===== src/rtl/range_coalesce_discard_split_defines.svh =====
// Assertion macros shared by the range coalescer RTL.
`ifndef RANGE_COALESCE_DISCARD_SPLIT_DEFINES_SVH
`define RANGE_COALESCE_DISCARD_SPLIT_DEFINES_SVH
`ifndef SYNTHESIS
`define RCDS_CHECK(lbl, prop, msg) \
  lbl: assert property (@(posedge clk) disable iff (rst) prop) else $error(msg);
`define RCDS_CHECK_NEXT(lbl, ante, cons, msg) \
  lbl: assert property (@(posedge clk) disable iff (rst) ante |=> cons) else $error(msg);
`else
`define RCDS_CHECK(lbl, prop, msg)
`define RCDS_CHECK_NEXT(lbl, ante, cons, msg)
`endif
`endif


===== src/rtl/rcds_pkg.sv =====
// Shared codes and constants for the range coalescer.
package rcds_pkg;

  localparam int CMD_W      = 2;
  localparam int ACT_W      = 2;
  localparam int CFG_IDX_W  = 2;
  localparam int CFG_DATA_W = 48;
  localparam int BSL_W      = 5;

  localparam logic [BSL_W-1:0] BSL_MIN   = 5'd9;
  localparam logic [BSL_W-1:0] BSL_MAX   = 5'd17;
  localparam logic [BSL_W-1:0] BSL_RESET = 5'd12;

  // result slots per item, in emit order
  localparam int NSLOT       = 4;
  localparam int SLOT_IW     = $clog2(NSLOT);
  localparam int SLOT_COPY   = 0;
  localparam int SLOT_MAIN   = 1;
  localparam int SLOT_HEAD   = 2;
  localparam int SLOT_TAIL   = 3;
  localparam int QUEUE_DEPTH = 2;

  typedef enum logic [CMD_W-1:0] {
    CMD_WRITE = 2'd0,
    CMD_FREE  = 2'd1,
    CMD_FLUSH = 2'd2
  } cmd_t;

  typedef enum logic [ACT_W-1:0] {
    ACT_COPY    = 2'd0,
    ACT_DISCARD = 2'd1,
    ACT_ZERO    = 2'd2
  } act_t;

  typedef enum logic [CFG_IDX_W-1:0] {
    CFG_BLOCK_SIZE_LOG2 = 2'd0,
    CFG_VOLUME_SIZE     = 2'd1
  } cfg_idx_t;

endpackage


===== src/rtl/rcds_front.sv =====
// Front end: pending-range tracking, free clamping and split into result slots.
`include "range_coalesce_discard_split_defines.svh"
module rcds_front #(
  parameter int ADDR_BITS = 48
) (
  input  logic                                                clk,
  input  logic                                                rst,
  input  logic [ADDR_BITS+1:0]                                blk_mask,
  input  logic [ADDR_BITS-1:0]                                vol,
  input  logic                                                in_valid,
  output logic                                                in_ready,
  input  logic [rcds_pkg::CMD_W-1:0]                          command,
  input  logic [ADDR_BITS-1:0]                                offset,
  input  logic signed [ADDR_BITS-1:0]                         length,
  output logic                                                job_push,
  input  logic                                                job_ready,
  output logic [rcds_pkg::NSLOT-1:0]                          job_valid,
  output logic [rcds_pkg::NSLOT-1:0][rcds_pkg::ACT_W-1:0]     job_action,
  output logic [rcds_pkg::NSLOT-1:0][ADDR_BITS:0]             job_start,
  output logic [rcds_pkg::NSLOT-1:0][ADDR_BITS:0]             job_size
);
  import rcds_pkg::*;

  localparam int W = ADDR_BITS + 1;
  localparam int X = ADDR_BITS + 2;

  logic                 in_fire;
  logic                 en;
  logic                 pend_valid;
  logic [W-1:0]         pend_start;
  logic [W-1:0]         pend_end;
  logic                 neg;
  logic [ADDR_BITS-1:0] wlen;
  logic [W-1:0]         wend;
  logic                 hit;
  logic                 send;
  logic                 copy_v;

  logic                 a_valid;
  logic                 a_copy_v;
  logic [W-1:0]         a_copy_start;
  logic [W-1:0]         a_copy_size;
  logic                 a_free;
  logic [ADDR_BITS-1:0] a_offset;
  logic [ADDR_BITS-1:0] a_len;
  logic                 a_neg;
  logic [W-1:0]         a_sum;
  logic                 a_over;
  logic                 a_drop;
  logic [W-1:0]         a_end;
  logic [X-1:0]         a_al;

  logic                 b_valid;
  logic                 b_copy_v;
  logic [W-1:0]         b_copy_start;
  logic [W-1:0]         b_copy_size;
  logic                 b_free;
  logic [ADDR_BITS-1:0] b_offset;
  logic [W-1:0]         b_end;
  logic [X-1:0]         b_al;
  logic [X-1:0]         b_bl;
  logic [X-1:0]         b_off;
  logic [X-1:0]         b_endx;
  logic                 b_lt;

  assign job_push = b_valid && (|job_valid);
  assign en       = !job_push || job_ready;
  assign in_ready = en;
  assign in_fire  = in_valid && in_ready;

  // accept side: coalesce writes, decide whether the pending copy goes out
  assign neg  = length[ADDR_BITS-1];
  assign wlen = neg ? '0 : $unsigned(length);
  assign wend = W'(offset) + W'(wlen);
  assign hit  = pend_valid && (pend_end == W'(offset));

  always_comb begin
    case (command)
      CMD_WRITE: send = !hit;
      CMD_FREE:  send = 1'b1;
      CMD_FLUSH: send = 1'b1;
      default:   send = 1'b0;
    endcase
  end

  assign copy_v = send && pend_valid && (pend_end > pend_start);

  always_ff @(posedge clk) begin
    if (rst) begin
      pend_valid <= 1'b0;
      pend_start <= '0;
      pend_end   <= '0;
    end else if (in_fire) begin
      case (command)
        CMD_WRITE: begin
          pend_valid <= 1'b1;
          pend_end   <= wend;
          if (!hit) begin
            pend_start <= W'(offset);
          end
        end
        CMD_FREE:  pend_valid <= 1'b0;
        CMD_FLUSH: pend_valid <= 1'b0;
        default:   pend_valid <= pend_valid;
      endcase
    end
  end

  always_ff @(posedge clk) begin
    if (rst) begin
      a_valid <= 1'b0;
    end else if (en) begin
      a_valid      <= in_fire;
      a_copy_v     <= in_fire && copy_v;
      a_copy_start <= pend_start;
      a_copy_size  <= pend_end - pend_start;
      a_free       <= in_fire && (command == CMD_FREE);
      a_offset     <= offset;
      a_len        <= $unsigned(length);
      a_neg        <= neg;
    end
  end

  // clamp to volume end, round start up to a block
  assign a_sum  = W'(a_offset) + W'(a_len);
  assign a_over = a_neg || (a_sum > W'(vol));
  assign a_drop = a_over ? (a_offset >= vol) : (a_len == '0);
  assign a_end  = a_over ? W'(vol) : a_sum;
  assign a_al   = (X'(a_offset) + blk_mask) & ~blk_mask;

  always_ff @(posedge clk) begin
    if (rst) begin
      b_valid <= 1'b0;
    end else if (en) begin
      b_valid      <= a_valid;
      b_copy_v     <= a_valid && a_copy_v;
      b_copy_start <= a_copy_start;
      b_copy_size  <= a_copy_size;
      b_free       <= a_valid && a_free && !a_drop;
      b_offset     <= a_offset;
      b_end        <= a_end;
      b_al         <= a_al;
    end
  end

  // split into discard plus head and tail zero-fills, or a single zero-fill if no whole block fits
  assign b_endx = X'(b_end);
  assign b_off  = X'(b_offset);
  assign b_bl   = b_endx & ~blk_mask;
  assign b_lt   = b_al < b_bl;

  always_comb begin
    job_valid[SLOT_COPY]  = b_copy_v;
    job_action[SLOT_COPY] = ACT_COPY;
    job_start[SLOT_COPY]  = b_copy_start;
    job_size[SLOT_COPY]   = b_copy_size;

    job_valid[SLOT_MAIN] = b_free;
    if (b_lt) begin
      job_action[SLOT_MAIN] = ACT_DISCARD;
      job_start[SLOT_MAIN]  = W'(b_al);
      job_size[SLOT_MAIN]   = W'(b_bl - b_al);
    end else begin
      job_action[SLOT_MAIN] = ACT_ZERO;
      job_start[SLOT_MAIN]  = W'(b_offset);
      job_size[SLOT_MAIN]   = b_end - W'(b_offset);
    end

    job_valid[SLOT_HEAD]  = b_free && b_lt && (b_al > b_off);
    job_action[SLOT_HEAD] = ACT_ZERO;
    job_start[SLOT_HEAD]  = W'(b_offset);
    job_size[SLOT_HEAD]   = W'(b_al - b_off);

    job_valid[SLOT_TAIL]  = b_free && b_lt && (b_endx > b_bl);
    job_action[SLOT_TAIL] = ACT_ZERO;
    job_start[SLOT_TAIL]  = W'(b_bl);
    job_size[SLOT_TAIL]   = W'(b_endx - b_bl);
  end

  `RCDS_CHECK(a_free_nonempty, b_valid && b_free |-> (W'(b_offset) < b_end), "empty free kept")
  `RCDS_CHECK_NEXT(a_write_opens, in_fire && (command == CMD_WRITE), pend_valid, "no pending range")

endmodule


===== src/rtl/rcds_queue.sv =====
// Small register FIFO between front and back end.
`include "range_coalesce_discard_split_defines.svh"
module rcds_queue #(
  parameter int WIDTH = 8,
  parameter int DEPTH = 2
) (
  input  logic             clk,
  input  logic             rst,
  input  logic             wr_valid,
  output logic             ready,
  input  logic [WIDTH-1:0] din,
  input  logic             pop,
  output logic             valid,
  output logic [WIDTH-1:0] dout
);

  localparam int PW = (DEPTH > 1) ? $clog2(DEPTH) : 1;
  localparam int CW = $clog2(DEPTH + 1);

  logic [WIDTH-1:0] mem [DEPTH];
  logic [PW-1:0]    wr_ptr;
  logic [PW-1:0]    rd_ptr;
  logic [CW-1:0]    count;
  logic             wr_en;

  assign ready = count != CW'(DEPTH);
  assign valid = count != '0;
  assign dout  = mem[rd_ptr];
  assign wr_en = wr_valid && ready;

  always_ff @(posedge clk) begin
    if (wr_en) begin
      mem[wr_ptr] <= din;
    end
  end

  always_ff @(posedge clk) begin
    if (rst) begin
      wr_ptr <= '0;
      rd_ptr <= '0;
      count  <= '0;
    end else begin
      if (wr_en) begin
        wr_ptr <= (wr_ptr == PW'(DEPTH - 1)) ? '0 : wr_ptr + PW'(1);
      end
      if (pop) begin
        rd_ptr <= (rd_ptr == PW'(DEPTH - 1)) ? '0 : rd_ptr + PW'(1);
      end
      if (wr_en && !pop) begin
        count <= count + CW'(1);
      end else if (pop && !wr_en) begin
        count <= count - CW'(1);
      end
    end
  end

  `RCDS_CHECK(a_q_count_range, count <= CW'(DEPTH), "queue count out of range")
  `RCDS_CHECK(a_q_no_underflow, pop |-> valid, "pop from empty queue")
  `RCDS_CHECK(a_q_ptr_match, (count == '0) |-> (wr_ptr == rd_ptr), "queue pointers out of step")

endmodule


===== src/rtl/rcds_back.sv =====
// Back end: walks the slots of the head entry, one result per cycle while out_ready is high.
`include "range_coalesce_discard_split_defines.svh"
module rcds_back #(
  parameter int ADDR_BITS = 48
) (
  input  logic                                            clk,
  input  logic                                            rst,
  input  logic                                            q_valid,
  output logic                                            q_pop,
  input  logic [rcds_pkg::NSLOT-1:0]                      head_valid,
  input  logic [rcds_pkg::NSLOT-1:0][rcds_pkg::ACT_W-1:0] head_action,
  input  logic [rcds_pkg::NSLOT-1:0][ADDR_BITS:0]         head_start,
  input  logic [rcds_pkg::NSLOT-1:0][ADDR_BITS:0]         head_size,
  output logic                                            out_valid,
  input  logic                                            out_ready,
  output logic [rcds_pkg::ACT_W-1:0]                      action,
  output logic [ADDR_BITS:0]                              start_res,
  output logic [ADDR_BITS:0]                              size,
  output logic                                            last
);
  import rcds_pkg::*;

  logic [NSLOT-1:0]   done;
  logic [NSLOT-1:0]   rem;
  logic [NSLOT-1:0]   sel;
  logic [SLOT_IW-1:0] idx;
  logic               load;
  logic               fin;

  always_comb begin
    rem = head_valid & ~done;
    idx = '0;
    for (int i = NSLOT - 1; i >= 0; i--) begin
      if (rem[i]) begin
        idx = SLOT_IW'(i);
      end
    end
    sel = (|rem) ? (NSLOT'(1) << idx) : '0;
  end

  assign fin   = (rem & ~sel) == '0;
  assign load  = q_valid && (!out_valid || out_ready);
  assign q_pop = load && fin;

  always_ff @(posedge clk) begin
    if (rst) begin
      out_valid <= 1'b0;
      done      <= '0;
    end else if (load) begin
      out_valid <= 1'b1;
      action    <= head_action[idx];
      start_res <= head_start[idx];
      size      <= head_size[idx];
      last      <= fin;
      done      <= fin ? '0 : (done | sel);
    end else if (out_ready) begin
      out_valid <= 1'b0;
    end
  end

  `RCDS_CHECK(a_back_slot_left, load |-> (rem != '0), "queued entry with no result left")

endmodule


===== src/rtl/range_coalesce_discard_split.sv =====
// Top level of the changed-range coalescer with discard and zero-fill split.
//
// Usage:
//   Input channel (in_valid/in_ready) takes one record per item: command, offset, length.
//   Output channel (out_valid/out_ready) gives one device command per item: action,
//   start_res, size, last; last marks the final command caused by an input record.
//   Config channel (cfg_valid/cfg_ready) writes block_size_log2 (index 0) and
//   volume_size (index 1); cfg_ready is always high, write only while idle.
// Timing:
//   A record is accepted every cycle while in_ready is high. Its first command
//   passes front stage one, which loads at the accepting edge, then front stage
//   two, the queue and the output register. Commands leave at one per cycle while
//   out_ready is high; a record makes 0 to 4, so the output port is the rate limit.
// Reset:
//   Clears the pending range and the queue; block_size_log2 returns to 12 and
//   volume_size to 0. No clearing pass, the block is ready right after reset.
// Stall:
//   With out_ready low the output register holds, the 2-entry queue fills and
//   in_ready drops until room frees up.
module range_coalesce_discard_split #(
  parameter int ADDR_BITS = 48
) (
  input  logic                                 clk,
  input  logic                                 rst,
  input  logic                                 cfg_valid,
  output logic                                 cfg_ready,
  input  logic [rcds_pkg::CFG_IDX_W-1:0]       cfg_index,
  input  logic [rcds_pkg::CFG_DATA_W-1:0]      cfg_data,
  input  logic                                 in_valid,
  output logic                                 in_ready,
  input  logic [rcds_pkg::CMD_W-1:0]           command,
  input  logic [ADDR_BITS-1:0]                 offset,
  input  logic signed [ADDR_BITS-1:0]          length,
  output logic                                 out_valid,
  input  logic                                 out_ready,
  output logic [rcds_pkg::ACT_W-1:0]           action,
  output logic [ADDR_BITS:0]                   start_res,
  output logic [ADDR_BITS:0]                   size,
  output logic                                 last
);
  import rcds_pkg::*;

  localparam int W  = ADDR_BITS + 1;
  localparam int X  = ADDR_BITS + 2;
  localparam int QW = NSLOT * (1 + ACT_W + 2 * W);

  logic [X-1:0]                  blk_mask;
  logic [ADDR_BITS-1:0]          vol;
  logic [BSL_W-1:0]              sh_sat;

  logic                          job_push;
  logic                          job_ready;
  logic [NSLOT-1:0]              job_valid;
  logic [NSLOT-1:0][ACT_W-1:0]   job_action;
  logic [NSLOT-1:0][W-1:0]       job_start;
  logic [NSLOT-1:0][W-1:0]       job_size;

  logic                          q_valid;
  logic                          q_pop;
  logic [QW-1:0]                 q_din;
  logic [QW-1:0]                 q_dout;
  logic [NSLOT-1:0]              head_valid;
  logic [NSLOT-1:0][ACT_W-1:0]   head_action;
  logic [NSLOT-1:0][W-1:0]       head_start;
  logic [NSLOT-1:0][W-1:0]       head_size;

  assign cfg_ready = 1'b1;

  always_comb begin
    sh_sat = cfg_data[BSL_W-1:0];
    if (sh_sat < BSL_MIN) begin
      sh_sat = BSL_MIN;
    end else if (sh_sat > BSL_MAX) begin
      sh_sat = BSL_MAX;
    end
  end

  always_ff @(posedge clk) begin
    if (rst) begin
      blk_mask <= (X'(1) << BSL_RESET) - X'(1);
      vol      <= '0;
    end else if (cfg_valid) begin
      case (cfg_index)
        CFG_BLOCK_SIZE_LOG2: blk_mask <= (X'(1) << sh_sat) - X'(1);
        CFG_VOLUME_SIZE:     vol      <= ADDR_BITS'(cfg_data);
        default:             blk_mask <= blk_mask;
      endcase
    end
  end

  rcds_front #(
    .ADDR_BITS (ADDR_BITS)
  ) u_front (
    .clk        (clk),
    .rst        (rst),
    .blk_mask   (blk_mask),
    .vol        (vol),
    .in_valid   (in_valid),
    .in_ready   (in_ready),
    .command    (command),
    .offset     (offset),
    .length     (length),
    .job_push   (job_push),
    .job_ready  (job_ready),
    .job_valid  (job_valid),
    .job_action (job_action),
    .job_start  (job_start),
    .job_size   (job_size)
  );

  assign q_din = {job_valid, job_action, job_start, job_size};

  rcds_queue #(
    .WIDTH (QW),
    .DEPTH (QUEUE_DEPTH)
  ) u_queue (
    .clk      (clk),
    .rst      (rst),
    .wr_valid (job_push),
    .ready    (job_ready),
    .din      (q_din),
    .pop      (q_pop),
    .valid    (q_valid),
    .dout     (q_dout)
  );

  assign {head_valid, head_action, head_start, head_size} = q_dout;

  rcds_back #(
    .ADDR_BITS (ADDR_BITS)
  ) u_back (
    .clk         (clk),
    .rst         (rst),
    .q_valid     (q_valid),
    .q_pop       (q_pop),
    .head_valid  (head_valid),
    .head_action (head_action),
    .head_start  (head_start),
    .head_size   (head_size),
    .out_valid   (out_valid),
    .out_ready   (out_ready),
    .action      (action),
    .start_res   (start_res),
    .size        (size),
    .last        (last)
  );

endmodule


===== config.mk =====
export PLATFORM = sky130hd
export DESIGN_NAME = range_coalesce_discard_split
export DESIGN_NICKNAME = d
export VERILOG_FILES = /design/src/rtl/rcds_pkg.sv /design/src/rtl/rcds_front.sv /design/src/rtl/rcds_queue.sv /design/src/rtl/rcds_back.sv /design/src/rtl/range_coalesce_discard_split.sv
export VERILOG_INCLUDE_DIRS = /design/src /design/src/rtl
export SDC_FILE = /design/constraint.sdc
export NUM_CORES = 2
export LEC_CHECK = 0
export BUFFER_PORTS_ARGS = -buffer_cell sky130_fd_sc_hd__clkbuf_2
export CORE_MARGIN = 2
export CORE_UTILIZATION = 40
export CTS_BUF_LIST = sky130_fd_sc_hd__clkbuf_4
export CTS_CLUSTER_SIZE = 8
export DETAILED_ROUTE_END_ITERATION = 8
export SETUP_SLACK_MARGIN = 0.02
export SLEW_MARGIN = 25
export SYNTH_ARGS = -nofsm -noshare
export SYNTH_HDL_FRONTEND = slang
export SYNTH_SLANG_ARGS = --single-unit

===== constraint.sdc =====
create_clock -name clk -period 37.3 [get_ports clk]
set_input_delay 0 -clock clk [delete_from_list [all_inputs] [get_ports clk]]
set_output_delay 0 -clock clk [all_outputs]
set_load 0.005 [all_outputs]

* Yosys cells after proc, flatten, opt, wreduce, memory -nomap -nowiden *
Memories as Yosys holds them, arrays and structs flattened. A register that Yosys moved wholly into a read port is not among the register bits.
Cells that the tools add are included.
Widths: inputs -> output; s select.

operators by class
  $mul = 0
  reductions and logical operators = 45
  $lt $le $gt $ge = 9
  shift operators = 2
  bitwise operators = 10
  multiplexer cells = 32
  eq/ne operators = 5
  $add $sub $neg = 13
  div/mod/pow operators = 0

operators with widths
  operator               number
  $bmux 49 s2            2
  $mux 49                4
  $sub 49x48->49         3
  $add 48x48->49         2
  $gt 49x48->1           2
  $sub 49x49->49         2
  $add 48x50->50         1
  $and 49x50->50         1
  $and 50x50->50         1
  $gt 49x50->1           1
  $gt 50x48->1           1
  $lt 50x50->1           1
  $not 50->50            1
  $shl 1x5->50 const A   1
  $sub 50x2->50 const B  1
  $eq 49x48->1           1
  $ge 48x48->1           1
  $logic_not 48->1       1
  $mux 48                1
  $mux 47                1
  $logic_and 1x1->1      18
  $mux 2                 8
  $reduce_and 2->1       6
  $mux 5                 2
  other kinds (26)       53

storage, ports and cells
  output and inout bits = 104
  bits in latches = 0
  logic and storage cells = 148
  memories kept = 1
  bits in writable memories = 792
  memory bits (read-only) = 0
  register bits = 750

memories
  name         depth  bits a word  read ports  clocked after Yosys merged registers in  wr ports  line              text
  u_queue.mem  2      396          1           1                                        1         rcds_queue.sv:20  logic [WIDTH-1:0] mem [DEPTH];

* Logic depth before layout (Yosys ltp) *
  depth after elaboration = 15
  mapped depth = 27
  depth with buffers taken out = 25

* Cells and area by module *
From an unflattened synthesis, not the netlist that was laid out.

unflattened totals
  cells, all modules = 6,714
  area total of the unflattened synthesis = 80,712.4 um2

modules (own cells, without submodules)
  module                        cells an instance  seq. area each (um2)  times used  area an instance (um2)
  rcds_front                    4,486              15,244.6              1           41,984.0
  rcds_queue                    1,281              24,363.4              1           29,515.8
  rcds_back                     588                3,133.0               1           5,993.2
  range_coalesce_discard_split  359                1,941.9               1           3,219.3

* Worst setup path after synthesis *
OpenSTA, ideal clock, no wires.

  path kind = register -> register
  start point = register u_queue.count[0]
  end point = memory u_queue.mem[0][0] (netlist name), enable pin
  required time = 35.656 ns
  arrival time = 27.172 ns
  setup slack = 8.485 ns
  period minus slack after synthesis = 28.815 ns
  cell stages (with the launch flop) = 3
  buffers on the path = 0
  cell sequence = dfxtp_1 > nor2b_1 > nor3_1

on the way
  cells in the longest elaborated chain, start to end = 4

ends and longest elaborated chain
  element                       line              text
  start: declaration            rcds_queue.sv:23  logic [CW-1:0] count;
  start signal: assignment      rcds_queue.sv:50  count <= count + CW'(1);
  start signal: assignment      rcds_queue.sv:52  count <= count - CW'(1);
  $ne 2x2->1                    rcds_queue.sv:26  assign ready = count != CW'(DEPTH);
  $logic_and 1x1->1             rcds_queue.sv:29  assign wr_en = wr_valid && ready;
  $mux 1                        rcds_queue.sv:32  if (wr_en) begin
  $mux 1 (implied by the code)  rcds_queue.sv:33  mem[wr_ptr] <= din;
  end: declaration              rcds_queue.sv:20

Every way passes these cells.

* Worst setup path in the final report *
  start point = register u_front.a_offset[8]
  end point = register u_front.b_end[18] (data pin)

on the way
  cells in the longest elaborated chain, start to end = 4

ends and longest elaborated chain
  element                   line               text
  start: declaration        rcds_front.sv:44   logic [ADDR_BITS-1:0] a_offset;
  start signal: assignment  rcds_front.sv:118  a_offset <= offset;
  $add 48x48->49 *          rcds_front.sv:125  assign a_sum = W'(a_offset) + W'(a_len);
  $gt 49x48->1              rcds_front.sv:126  assign a_over = a_neg || (a_sum > W'(vol));
  $logic_or 1x1->1          rcds_front.sv:126
  $mux 48 *                 rcds_front.sv:128  assign a_end = a_over ? W'(vol) : a_sum;
  via u_front.a_end[18]     rcds_front.sv:50   logic [W-1:0] a_end;
  end signal: assignment    rcds_front.sv:141  b_end <= a_end;
  end: declaration          rcds_front.sv:59   logic [W-1:0] b_end;

The timed path passes the listed nets; every way through them passes the cells marked *.
A chain may end at the register's enable or synchronous reset.

==> run metrics <==
Hold WC Path Type input pin to flop; fin util 0.474; Ys Warns 0; Post-synth ARST share 0; worst setup path startpoint u_front.a_offset[8]; Most used DFF post-synth edfxtp_1; global-route wire length before repair between 300000 and 400000 um; clock root cell clkbuf_4; I/O Pins 257; CTS tree done; reg2reg start u_front.a_offset[8]; Worst setup EP type flop; Avg Inst Size Synth 11.5 um^2; # Post-CTS Setup Buffers 0; clk slew on worst S/H paths 0.07 ns; placed wire-length estimate 186000 um; FF-to-FF path depth 21; share of the synthesized area in the top cell type 0.519; reg2reg end u_front.b_end[18]; sequential-to-total area share from yosys stat 0.573; vias in the first global route between 50000 and 60000; post-CTS sizing 0; Vias/cell between 5 and 6; FP Rows approximately 160; H-tree levels 5; Commonest cells post-synth 1334 x edfxtp_1, 693 x nand2_1, 489 x a21oi_1; DRT iter0 DRCs between 5000 and 6000; clk_skew 0.126 ns; top-count cell post-synth edfxtp_1; endpoints failing setup 0; crit path time final about 6.7 ns; initial antenna violation count 24; TritonCTS Sinks 1541; Synth area leaders edfxtp_1 52%, ha_1 7.9%, dfxtp_1 5.4%; Setup CP Type flop to flop; crit start category flop; DRC 0; gr ovfl total 0; Port Buffers 255; CTS Buffer Depth 4; RD Place Congestion roughly 0.95; largest net degree at the start of global routing roughly 150; Post-synth EDFFs 1334; Die H between 400 and 500 um; hold buffer count at cts about 470; Starting Density 0.402; clk_lat worst skew between 1 and 1.5 ns; Die W around 440 um; total wire length roughly 250000 um; leakage power about 36 nW; worst path required time around 38 ns; Vias a little under 60000; critical path arrival 7.80 ns; RSZ-0062 raised after global routing false; Max transition margin 0.171; Post-Syn Area between 0.07 and 0.08 mm^2; cts bufs inserted about 410; fraction of layout cells with a size suffix above 1 0.130; post-synthesis cell count between 6000 and 7000; Slew Viols, Final 0; library cells used by synthesis 93; R2R Setup Slk slightly above 30 ns; Fill cells ~18000; status finished, final reports clean; DR WL/cell 24.3 um; NumNets Final approximately 8300; Slew @ Worst Pin between 1 and 1.5 ns; core box area about 0.19 mm^2; Layout area overhead 18.1%; Max Freq about 0.15 GHz; Final Cycle Share 0.179; Power Density between 50 and 60 mW/mm^2; All-Layer GR Usage 0.254; flops & latches, synth around 1500; Worst setup endpoint u_front.b_end[18]; crit path max fanout between 60 and 70; area leader, netlist edfxtp_1; setup TNS 0 ns; drt pass-1 iters 7; Max Cap Viol 0; Fin. Hold Viols 0; DIE AREA a little under 0.2 mm^2; worst vdd ir 31.6 uV; Final ANT Viol Nets 0
## area by class of cell
class | instances | area, um^2 | share of cell area
multi-input combinational | 4567 | 30800 | 0.338
sequential | 1541 | 44200 | 0.485
clock buffer | 589 | 4420 | 0.0485
tap | 2526 | 3160 | 0.0347
antenna | 13 | 32.5 | 0.000357
clock inverter | 120 | 664 | 0.00729
inverter | 344 | 1290 | 0.0142
timing repair buffer | 795 | 6550 | 0.0719
## worst min path at each step
| stage | from | to | depth (start not counted) |
|---|---|---|---|
| final | length[41] | u_front.a_len[41] | 3 |
| after global routing | length[38] | u_front.a_len[38] | 3 |
| after CTS | offset[2] | u_front.a_offset[2] | 3 |
| after detailed placement | length[43] | u_front.a_len[43] | 1 |
| after global placement | cfg_data[30] | vol[30] | 3 |
| after floorplan | length[0] | u_front.a_len[0] | 0 |
## metal layers
layer	global-route usage	share of wire	routed length, um	up-vias
met4	0.0817	0.029	7400	4
met3	0.0554	0.091	23200	378
li1	-	-	-	27200
met5	0	0.00013	34	-
met2	0.370	0.42	108000	2587
met1	0.373	0.46	116000	28400
## registers in the layout (all words and copies together), names as in the netlist, 48 cells and up, named ones only
| name | cells |
|---|---|
| u_back.size | 49 |
| u_front.b_copy_size | 49 |
| u_front.pend_end | 49 |
| u_front.a_offset | 48 |
| u_queue.mem | 792 |
| u_front.pend_start | 48 |
| u_front.b_offset | 48 |
| u_front.a_copy_start | 48 |
| blk_mask | 49 |
| u_front.a_copy_size | 49 |
| u_front.b_copy_start | 48 |
| vol | 48 |
| u_front.b_end | 49 |
| u_back.start_res | 49 |
| u_front.b_al | 50 |
## cells in the final DEF (no fill, tap or decap), types with 12 or more instances in the layout
master,n
a211oi_1,39
a21boi_0,16
a21o_1,271
a21oi_1,489
a221o_1,102
a221oi_1,208
a31oi_1,43
and2_1,52
and3_1,71
buf_4,66
clkbuf_2,254
clkbuf_4,589
clkinv_1,83
clkinv_2,24
dfxtp_1,206
diode_2,13
dlygate4sd3_1,472
edfxtp_1,1334
ha_1,485
inv_1,343
mux2i_1,24
nand2_1,692
nand2b_1,111
nand3_1,171
nand4_1,76
nor2_1,427
nor2b_1,121
nor3_1,57
nor4_1,24
o2111ai_1,12
o211ai_1,23
o21a_1,63
o21ai_0,297
o21bai_1,47
o31ai_1,25
or2_2,15
or3_1,22
xnor2_1,231
xor2_1,128
## power by group
part,internal (mW),leakage (nW),switching (mW)
logic,0.403,18.3,0.762
registers,2.06,14.2,0.0914
clock network,0.771,3.06,0.698
total,3.23,35.6,1.55
## cells by family after synthesis
family | count (synthesis) | share of synthesized area
compound gates | 1765 | 0.155
buf+inv | 609 | 0.0298
other cells | 2 | 0.0000973
flops | 1541 | 0.573
fa+ha+maj | 493 | 0.0806
mux | 38 | 0.00520
xor+xnor | 364 | 0.0413
simple gates | 1902 | 0.115
## metrics by stage
| stage | std cells | power, mW | instance area (um^2) | hold slack, ns | worst slack, ns |
|---|---|---|---|---|---|
| floorplan | 6717 | 2.87 | 77200 | 0.0989 | 8.48 |
| global placement | 9300 | 3.28 | 81200 | 0.223 | 30.55 |
| detailed placement | 9300 | 3.29 | 81200 | 0.219 | 30.54 |
| CTS | 10500 | 4.81 | 91100 | 0.00111 | 30.50 |
| global route | 10500 | 5.02 | 91200 | 0.0450 | 29.95 |
| finish | 10500 | 4.78 | 91200 | 0.128 | 30.62 |
## worst max-delay path, stage by stage (launching register included)
cell	delay [ns]
edfxtp_1	0.48
ha_1	0.39
a21o_1	0.19
a21oi_1	0.17
o21ai_0	0.14
a2111oi_0	0.59
a21oi_1	0.28
a31oi_1	0.47
o21a_1	0.34
o221ai_1	0.18
xor2_1	0.25
ha_1	0.29
a21o_1	0.16
a21oi_1	0.12
o21ai_0	0.13
a21oi_1	0.18
o211ai_1	0.16
a31oi_1	0.18
o21ai_0	0.15
a21oi_4	0.54
buf_4	0.59
mux2_2	0.40
Power figures use the tool's default switching activity.
